File: src/rcpi_pkg.sv
// Shared constants and types for the ray / convex polyhedron clipper.
package rcpi_pkg;

	localparam int VALUE_WIDTH_DEF = 32;
	localparam int FRAC_BITS_DEF   = 16;
	localparam int MAX_PLANES_DEF  = 16;

	localparam int OP_W     = 2;
	localparam int FACE_W   = 4;
	localparam int STATUS_W = 2;

	typedef enum logic [OP_W-1:0] {
		OP_ORIGIN = 2'd0,
		OP_DIR    = 2'd1,
		OP_PLANE  = 2'd2,
		OP_FINAL  = 2'd3
	} opcode_t;

	typedef enum logic [STATUS_W-1:0] {
		ST_MISS  = 2'd0,
		ST_FRONT = 2'd1,
		ST_BACK  = 2'd2
	} status_t;

	typedef enum logic [4:0] {
		S_IDLE = 5'b00001,
		S_DOT  = 5'b00010,
		S_DIV  = 5'b00100,
		S_UPD  = 5'b01000,
		S_FIN  = 5'b10000
	} state_t;

endpackage

File: src/rcpi_dot.sv
// Bit-serial dot products vd = dir.n and vn = org.n + w, MSB-first Horner form.
module rcpi_dot import rcpi_pkg::*; #(
	parameter int VALUE_WIDTH = VALUE_WIDTH_DEF,
	parameter int FRAC_BITS   = FRAC_BITS_DEF
) (
	input  logic                              clk,
	input  logic                              arst_n,
	input  logic                              start,
	input  logic signed [VALUE_WIDTH-1:0]     dir [3],
	input  logic signed [VALUE_WIDTH-1:0]     org [3],
	input  logic signed [VALUE_WIDTH-1:0]     nrm [3],
	input  logic signed [VALUE_WIDTH-1:0]     ofs,
	output logic signed [2*VALUE_WIDTH+1:0]   vd,
	output logic signed [2*VALUE_WIDTH+1:0]   vn,
	output logic                              done
);
	localparam int W  = VALUE_WIDTH;
	localparam int AW = 2*VALUE_WIDTH+2;
	localparam int CW = $clog2(W+1);

	logic [W-1:0]           nsh_q [3];
	logic signed [W-1:0]    ofs_q;
	logic signed [AW-1:0]   acc_d_q, acc_n_q;
	logic [CW-1:0]          cnt_q;
	logic                   busy_q, done_q;
	logic signed [AW-1:0]   term_d, term_n;
	logic                   first;

	// sum of partial products selected by the current normal bits
	always_comb begin
		term_d = '0;
		term_n = '0;
		for (int k = 0; k < 3; k++) begin
			if (nsh_q[k][W-1]) begin
				term_d = term_d + AW'(dir[k]);
				term_n = term_n + AW'(org[k]);
			end
		end
		first = (cnt_q == '0);
	end

	// control
	always_ff @(posedge clk or negedge arst_n) begin
		if (!arst_n) begin
			busy_q <= 1'b0;
			done_q <= 1'b0;
			cnt_q  <= '0;
		end else begin
			done_q <= 1'b0;
			if (start) begin
				busy_q <= 1'b1;
				cnt_q  <= '0;
			end else if (busy_q) begin
				if (cnt_q == CW'(W)) begin
					busy_q <= 1'b0;
					done_q <= 1'b1;
				end else begin
					cnt_q <= cnt_q + 1'b1;
				end
			end
		end
	end

	// datapath: sign bit weighs negative, then the offset term at the end
	always_ff @(posedge clk) begin
		if (start) begin
			for (int k = 0; k < 3; k++) nsh_q[k] <= nrm[k];
			ofs_q   <= ofs;
			acc_d_q <= '0;
			acc_n_q <= '0;
		end else if (busy_q) begin
			if (cnt_q == CW'(W)) begin
				acc_n_q <= acc_n_q + (AW'(ofs_q) <<< FRAC_BITS);
			end else begin
				for (int k = 0; k < 3; k++) nsh_q[k] <= {nsh_q[k][W-2:0], 1'b0};
				acc_d_q <= (acc_d_q <<< 1) + (first ? -term_d : term_d);
				acc_n_q <= (acc_n_q <<< 1) + (first ? -term_n : term_n);
			end
		end
	end

	assign vd   = acc_d_q;
	assign vn   = acc_n_q;
	assign done = done_q;

endmodule

File: src/rcpi_div.sv
// Restoring divider, one quotient bit per cycle, saturating signed result.
module rcpi_div import rcpi_pkg::*; #(
	parameter int VALUE_WIDTH = VALUE_WIDTH_DEF,
	parameter int FRAC_BITS   = FRAC_BITS_DEF
) (
	input  logic                            clk,
	input  logic                            arst_n,
	input  logic                            start,
	input  logic [2*VALUE_WIDTH+1:0]        num_mag,
	input  logic [2*VALUE_WIDTH+1:0]        den_mag,
	input  logic                            neg,
	output logic signed [VALUE_WIDTH-1:0]   quo,
	output logic                            done
);
	localparam int W  = VALUE_WIDTH;
	localparam int AW = 2*VALUE_WIDTH+2;
	localparam int NB = AW + FRAC_BITS;
	localparam int CW = $clog2(NB+1);

	logic [NB-1:0]  num_q;
	logic [AW-1:0]  den_q;
	logic [AW:0]    rem_q;
	logic [W-1:0]   q_q;
	logic           ovf_q, neg_q;
	logic [CW-1:0]  cnt_q;
	logic           busy_q, done_q;
	logic [AW:0]    rem_sh, rem_sub;
	logic           qbit;

	// one trial subtract
	always_comb begin
		rem_sh  = {rem_q[AW-1:0], num_q[NB-1]};
		rem_sub = rem_sh - {1'b0, den_q};
		qbit    = (rem_sh >= {1'b0, den_q});
	end

	// control
	always_ff @(posedge clk or negedge arst_n) begin
		if (!arst_n) begin
			busy_q <= 1'b0;
			done_q <= 1'b0;
			cnt_q  <= '0;
		end else begin
			done_q <= 1'b0;
			if (start) begin
				busy_q <= 1'b1;
				cnt_q  <= '0;
			end else if (busy_q) begin
				cnt_q <= cnt_q + 1'b1;
				if (cnt_q == CW'(NB-1)) begin
					busy_q <= 1'b0;
					done_q <= 1'b1;
				end
			end
		end
	end

	// datapath; quotient bits above the result width fold into an overflow flag
	always_ff @(posedge clk) begin
		if (start) begin
			num_q <= {num_mag, {FRAC_BITS{1'b0}}};
			den_q <= den_mag;
			neg_q <= neg;
			rem_q <= '0;
			q_q   <= '0;
			ovf_q <= 1'b0;
		end else if (busy_q) begin
			num_q <= {num_q[NB-2:0], 1'b0};
			rem_q <= qbit ? rem_sub : rem_sh;
			ovf_q <= ovf_q | q_q[W-1];
			q_q   <= {q_q[W-2:0], qbit};
		end
	end

	// saturate to the signed range
	always_comb begin
		if (ovf_q || q_q[W-1])
			quo = neg_q ? {1'b1, {(W-1){1'b0}}} : {1'b0, {(W-1){1'b1}}};
		else
			quo = neg_q ? -$signed(q_q) : $signed(q_q);
	end

	assign done = done_q;

endmodule

File: src/ray_convex_polyhedron_intersect.sv
// Top level: ray clipping against a stream of bounding planes.
//
//  channel | handshake          | beat
//  in      | in_valid/in_stall  | opcode, val_a..val_d, plane_number
//  out     | out_valid/out_stall| hit_status, hit_distance, face_number
//
// Load beats are taken directly in the idle state. A plane passes through the
// bit-serial dot unit, the serial divider, then the update and finish states;
// a parallel plane skips the divider and the update, and a skipped plane goes
// straight to the finish state.
// Reset clears all ray state. A final result waits in the output register;
// only a second final plane stalls behind it.
module ray_convex_polyhedron_intersect import rcpi_pkg::*; #(
	parameter int VALUE_WIDTH = VALUE_WIDTH_DEF,
	parameter int FRAC_BITS   = FRAC_BITS_DEF,
	parameter int MAX_PLANES  = MAX_PLANES_DEF
) (
	input  logic                          clk,
	input  logic                          arst_n,
	input  logic                          in_valid,
	output logic                          in_stall,
	input  logic [OP_W-1:0]               opcode,
	input  logic signed [VALUE_WIDTH-1:0] val_a,
	input  logic signed [VALUE_WIDTH-1:0] val_b,
	input  logic signed [VALUE_WIDTH-1:0] val_c,
	input  logic signed [VALUE_WIDTH-1:0] val_d,
	input  logic [FACE_W-1:0]             plane_number,
	output logic                          out_valid,
	input  logic                          out_stall,
	output logic [STATUS_W-1:0]           hit_status,
	output logic signed [VALUE_WIDTH-1:0] hit_distance,
	output logic [FACE_W-1:0]             face_number
);
	localparam int W  = VALUE_WIDTH;
	localparam int AW = 2*VALUE_WIDTH+2;
	localparam int PW = $clog2(MAX_PLANES+1);
	localparam logic signed [W-1:0] VMIN = {1'b1, {(W-1){1'b0}}};

	state_t                state_q;
	opcode_t               op_q;
	logic [FACE_W-1:0]     face_q;
	logic signed [W-1:0]   org_q [3];
	logic signed [W-1:0]   dir_q [3];
	logic signed [W-1:0]   nrm [3];
	logic signed [W-1:0]   maxd_q, near_q, far_q;
	logic [FACE_W-1:0]     near_face_q, far_face_q;
	logic                  missed_q;
	logic [PW-1:0]         count_q;
	logic                  out_valid_q;
	logic [STATUS_W-1:0]   status_q;
	logic signed [W-1:0]   dist_q;
	logic [FACE_W-1:0]     oface_q;

	logic                  accept, dot_start, dot_done, div_start, div_done;
	logic                  out_load;
	logic signed [AW-1:0]  vd, vn;
	logic [AW-1:0]         vd_mag, vn_mag;
	logic                  t_neg;
	logic signed [W-1:0]   t;
	status_t               res_status;
	logic signed [W-1:0]   res_dist;
	logic [FACE_W-1:0]     res_face;

	assign in_stall = (state_q != S_IDLE);
	assign accept   = in_valid && !in_stall;
	assign nrm[0]   = val_a;
	assign nrm[1]   = val_b;
	assign nrm[2]   = val_c;

	assign dot_start = accept && (opcode == OP_PLANE || opcode == OP_FINAL) &&
		!missed_q && (count_q < PW'(MAX_PLANES));

	// final result moves into the output register
	assign out_load = (state_q == S_FIN) && (op_q == OP_FINAL) &&
		(!out_valid_q || !out_stall);

	rcpi_dot #(.VALUE_WIDTH(VALUE_WIDTH), .FRAC_BITS(FRAC_BITS)) u_dot (
		.clk(clk), .arst_n(arst_n), .start(dot_start),
		.dir(dir_q), .org(org_q), .nrm(nrm), .ofs(val_d),
		.vd(vd), .vn(vn), .done(dot_done)
	);

	// magnitudes and quotient sign
	assign vd_mag = vd[AW-1] ? AW'(-vd) : AW'(vd);
	assign vn_mag = vn[AW-1] ? AW'(-vn) : AW'(vn);
	assign t_neg  = (vn[AW-1] == vd[AW-1]) && (vn != '0);
	assign div_start = (state_q == S_DOT) && dot_done && (vd != '0);

	rcpi_div #(.VALUE_WIDTH(VALUE_WIDTH), .FRAC_BITS(FRAC_BITS)) u_div (
		.clk(clk), .arst_n(arst_n), .start(div_start),
		.num_mag(vn_mag), .den_mag(vd_mag), .neg(t_neg),
		.quo(t), .done(div_done)
	);

	// result selection for the final plane
	always_comb begin
		res_status = ST_MISS;
		res_dist   = '0;
		res_face   = '0;
		if (!missed_q) begin
			priority if (!near_q[W-1]) begin
				res_status = ST_FRONT;
				res_dist   = near_q;
				res_face   = near_face_q;
			end else if (far_q < maxd_q) begin
				res_status = ST_BACK;
				res_dist   = far_q;
				res_face   = far_face_q;
			end else begin
				res_status = ST_MISS;
			end
		end
	end

	// sequencer and ray state
	always_ff @(posedge clk or negedge arst_n) begin
		if (!arst_n) begin
			state_q     <= S_IDLE;
			op_q        <= OP_ORIGIN;
			face_q      <= '0;
			for (int k = 0; k < 3; k++) begin
				org_q[k] <= '0;
				dir_q[k] <= '0;
			end
			maxd_q      <= '0;
			near_q      <= VMIN;
			far_q       <= '0;
			near_face_q <= '0;
			far_face_q  <= '0;
			missed_q    <= 1'b0;
			count_q     <= '0;
			out_valid_q <= 1'b0;
		end else begin
			if (out_load)
				out_valid_q <= 1'b1;
			else if (out_valid_q && !out_stall)
				out_valid_q <= 1'b0;
			unique case (state_q)
				S_IDLE: begin
					if (accept) begin
						op_q   <= opcode_t'(opcode);
						face_q <= plane_number;
						unique case (opcode_t'(opcode))
							OP_ORIGIN: begin
								org_q[0]    <= val_a;
								org_q[1]    <= val_b;
								org_q[2]    <= val_c;
								maxd_q      <= val_d;
								near_q      <= VMIN;
								far_q       <= val_d;
								near_face_q <= '0;
								far_face_q  <= '0;
								missed_q    <= 1'b0;
								count_q     <= '0;
							end
							OP_DIR: begin
								dir_q[0] <= val_a;
								dir_q[1] <= val_b;
								dir_q[2] <= val_c;
							end
							OP_PLANE, OP_FINAL: begin
								if (dot_start) begin
									count_q <= count_q + 1'b1;
									state_q <= S_DOT;
								end else begin
									state_q <= S_FIN;
								end
							end
							default: ;
						endcase
					end
				end
				S_DOT: begin
					if (dot_done) begin
						if (vd == '0) begin
							// parallel plane, origin outside
							if (!vn[AW-1] && vn != '0)
								missed_q <= 1'b1;
							state_q <= S_FIN;
						end else begin
							state_q <= S_DIV;
						end
					end
				end
				S_DIV: begin
					if (div_done)
						state_q <= S_UPD;
				end
				S_UPD: begin
					if (vd[AW-1]) begin
						if (t > far_q)
							missed_q <= 1'b1;
						else if (t > near_q) begin
							near_q      <= t;
							near_face_q <= face_q;
						end
					end else begin
						if (t < near_q)
							missed_q <= 1'b1;
						else if (t < far_q) begin
							far_q      <= t;
							far_face_q <= face_q;
						end
					end
					state_q <= S_FIN;
				end
				S_FIN: begin
					if (op_q != OP_FINAL) begin
						state_q <= S_IDLE;
					end else if (!out_valid_q || !out_stall) begin
						near_q      <= VMIN;
						far_q       <= maxd_q;
						near_face_q <= '0;
						far_face_q  <= '0;
						missed_q    <= 1'b0;
						count_q     <= '0;
						state_q     <= S_IDLE;
					end
				end
				default: state_q <= S_IDLE;
			endcase
		end
	end

	// output beat register
	always_ff @(posedge clk) begin
		if (out_load) begin
			status_q <= res_status;
			dist_q   <= res_dist;
			oface_q  <= res_face;
		end
	end

	assign out_valid    = out_valid_q;
	assign hit_status   = status_q;
	assign hit_distance = dist_q;
	assign face_number  = oface_q;

endmodule

File: config.mk
export PLATFORM = sky130hd
export DESIGN_NAME = ray_convex_polyhedron_intersect
export DESIGN_NICKNAME = d
export VERILOG_FILES = /design/src/rcpi_pkg.sv /design/src/rcpi_dot.sv /design/src/rcpi_div.sv /design/src/ray_convex_polyhedron_intersect.sv
export SDC_FILE = /design/constraint.sdc
export NUM_CORES = 2
export LEC_CHECK = 0
export ABC_AREA = 0
export BUFFER_PORTS_ARGS = -buffer_cell sky130_fd_sc_hd__buf_4
export CAP_MARGIN = 15
export CORE_MARGIN = 3
export CORE_UTILIZATION = 50
export DETAILED_ROUTE_END_ITERATION = 10
export PLACE_DENSITY = 0.71
export SLEW_MARGIN = 5
export SYNTH_ARGS = -nofsm -noshare
export SYNTH_HDL_FRONTEND = slang
export SYNTH_SLANG_ARGS = --single-unit
File: constraint.sdc
create_clock -name clk -period 15.8 [get_ports clk]
set_clock_uncertainty 0.05 [all_clocks]
set_input_delay 1.58 -clock clk [delete_from_list [all_inputs] [get_ports clk]]
set_output_delay 1.58 -clock clk [all_outputs]
set_load 0.1 [all_outputs]
==> results.cfg <==
[run_status]
status = finished clean

[yosys]
synthArstFlopShare_pct = 38.4
ys_seq_area_share_pct = 31.1
synth-seq-cells = 861
syn_nets = 9083
synthTopCellsByArea = edfxtp_1 (13%), dfrtp_1 (12%), ha_1 (9.5%), dfxtp_1 (6.6%), nand2_1 (5.6%)
synth_edf_count = 299
synth.most_common_cell = nand2_1
syn_inst = 8398
netlist.area_leader.share_pct = 12.8
avgSynthCellArea_sq_um = 8.38
synth_warnings = 0
yosysTopAreaCell = edfxtp_1
synth-main-ff-cell = dfrtp_1
synth_top_cells_by_count = nand2_1 (1,051), a21oi_1 (740), o21ai_0 (662), nor2_1 (561), ha_1 (535)
ys_types = 111
synth_area_sq_um = 70400

[placement]
gp_congestion = 0.980
port_buffers = 177
dpl.cell_count = 10100
dpl.hpwl_mm = 168

[floorplanning]
core_sq_um = 140000
io_pins = 178
fp-row-count = 137
die_area_sq_um = 145000
initial_utilization_pct = 50.4
fp.dieW_um = 381
die_h_um = 381

[timing]
maxSlewViolCount = 0
worst_slew_pin_slew_ps = 1230
slew_headroom_pct = 17.6
setup_viol = 0
rsz0062_at_grt = false
finalHoldViolations = 0
fin_crit_ps = 11780
fmax_mhz = 84.9
period_share_pct = 74.5
fin_setup_tns_ps = 0

[worst_setup_path]
critPathLaunchType = register
critPathCaptureType = register
crit_path_max_fanout = 54
slowest_stage = a21oi_1
crit_type = register to register
critPathArrivalTime_ps = 12320
path_buf_inv = 3
slowest_delay_ps = 570
cp_common_cell = nand2_1
cp_top_family = compound AO/OA/AOI/OAI gates
critPathRequiredTime_ps = 16340

[min_path]
hp-class = register to register

[route]
firstDrtPassIters = 5
num_vias = 64300
viasPerCell = 6.24
wl_mm = 222
drtIter0Drc = 5509
post-route-drc-count = 0
postRouteAntennaNets = 0
avgRoutedWirePerCell_um = 21.5

[final_layout]
final_layout_size_suffix_gt1_share_pct = 9.67
fillers = 12900
postLayoutCoreUtil_pct = 54.9
fin_cells = 10300
areaGrowthSynthToFinish_pct = 8.85
final_nets = 9023

[clocking]
cts_max_level = 3
numCtsBuffers = 101
cts.sinks = 861
cts-resized-gates = 0
postCtsSetupBuffers = 0
insertion_delay_ps = 780
postCtsHoldBufs = 0
cts_tree = done
clk_path_buf_depth = 3
cts-root-buf = clkbuf_16
clkTransAtPathRegs_ps = 70

[global_route]
grt_usage_pct = 29.5
gr-total-overflow = 0
grt_pass1_wl_mm = 346
grt_max_degree = 179
grt_pass1_vias = 60100
antenna_found_initial = 8

[flow_run]
maxCapViolCount = 0
[logic make-up after synthesis]
logic type	after synthesis	synth area share [%]
mux	387	5.99
fa+ha+maj	548	9.87
compound gates	2635	24.0
simple gates	2616	17.5
flops	861	31.1
buf+inv	755	4.09
xor+xnor	596	7.42
[through the flow]
stage	cell area (sq um)	hold WS (ps)	setup WS, ps
2_1_floorplan	70400	383	5540
3_3_place_gp	73200	414	4540
3_5_place_dp	73200	411	4280
4_1_cts	76600	354	4240
5_1_grt	76600	410	3180
6_report	76600	367	4020
[layout by cell type (no fill, tap or decap), types with 43 or more instances in the layout]
| cell | netlist | routed |
|---|---|---|
| nand2_1 | 1051 | 1047 |
| a21oi_1 | 740 | 739 |
| o21ai_0 | 662 | 662 |
| nor2_1 | 561 | 555 |
| ha_1 | 535 | 535 |
| xnor2_1 | 348 | 348 |
| inv_1 | 345 | 341 |
| dfrtp_1 | 329 | 327 |
| edfxtp_1 | 299 | 299 |
| mux2_2 | 274 | 274 |
| a21o_1 | 272 | 272 |
| xor2_1 | 248 | 248 |
| buf_4 | 3 | 242 |
| dfxtp_1 | 231 | 229 |
| nand3_1 | 133 | 133 |
| nor3_1 | 125 | 124 |
| and2_1 | 116 | 116 |
| mux2i_1 | 113 | 113 |
| nand4_1 | 108 | 108 |
| clkbuf_16 | 0 | 102 |
| a211oi_1 | 101 | 101 |
| nand2b_1 | 100 | 99 |
| o21a_1 | 98 | 98 |
| or3_1 | 83 | 83 |
| o21bai_1 | 81 | 79 |
| a31oi_1 | 77 | 77 |
| o31ai_1 | 72 | 72 |
| and3_1 | 69 | 69 |
| nor2b_1 | 66 | 65 |
| a22o_1 | 59 | 59 |
| a221o_1 | 52 | 52 |
| o211ai_1 | 44 | 44 |
| nor4_1 | 44 | 44 |
| a221oi_1 | 43 | 43 |
[layout make-up]
class	instances	area, sq um	area share, %
clock inverter	55	636	0.829
antenna	7	17.5	0.0229
sequential	861	21900	28.6
clock buffer	136	2800	3.65
multi-input combinational	6782	45800	59.7
timing repair buffer	244	1850	2.42
tap	1876	2350	3.06
inverter	348	1310	1.71
[tightest hold or removal path: stages, from the launching register on]
cell	delay (ps)
edfxtp_1	320
nand2_1	50
nand2_1	50
[worst paths after layout]
kind,from,end,slack (ps),cells past startpoint
setup / recovery,u_dot.nsh_q[0][31]$_DFFE_PP_,u_dot.vn[65]$_SDFFE_PP0P_,4020,45
max in group asynchronous,arst_n,org_q[76]$_DFFE_PN0P_,11880,4
hold / removal,u_dot.nsh_q[0][93]$_DFFE_PP_,u_dot.nsh_q[0][94]$_DFFE_PP_,370,2
setup reg to reg,u_dot.nsh_q[0][31]$_DFFE_PP_,u_dot.vn[65]$_SDFFE_PP0P_,4020,45
hold reg to reg,u_dot.nsh_q[0][93]$_DFFE_PP_,u_dot.nsh_q[0][94]$_DFFE_PP_,370,2
min in group asynchronous,arst_n,maxd_q[22]$_DFFE_PN0P_,760,1
[state kept, by name (all words and copies together) (netlist names), 66 cells and up]
name,cells
dir_q,96
org_q,96
u_dot.nsh_q,96
u_div.den_q,66
u_div.num_q,66
u_div.rem_q,66
u_dot.vd,66
u_dot.vn,66
[layer usage]
metal  up-vias  share of wire [%]  GRT usage [%]  routed length (um)
met1     31100                 46           42.0              101000
met2      2265                 44           46.7               98600
li1      30600                  -              -                   -
met4         6                2.9           8.43                6440
met5         -              0.018              0                  41
met3       343                7.1           4.18               15800
Power is left out: the tool's default activity adds up to more than one toggle a clock period on the data nets, which glitch-free logic cannot reach.
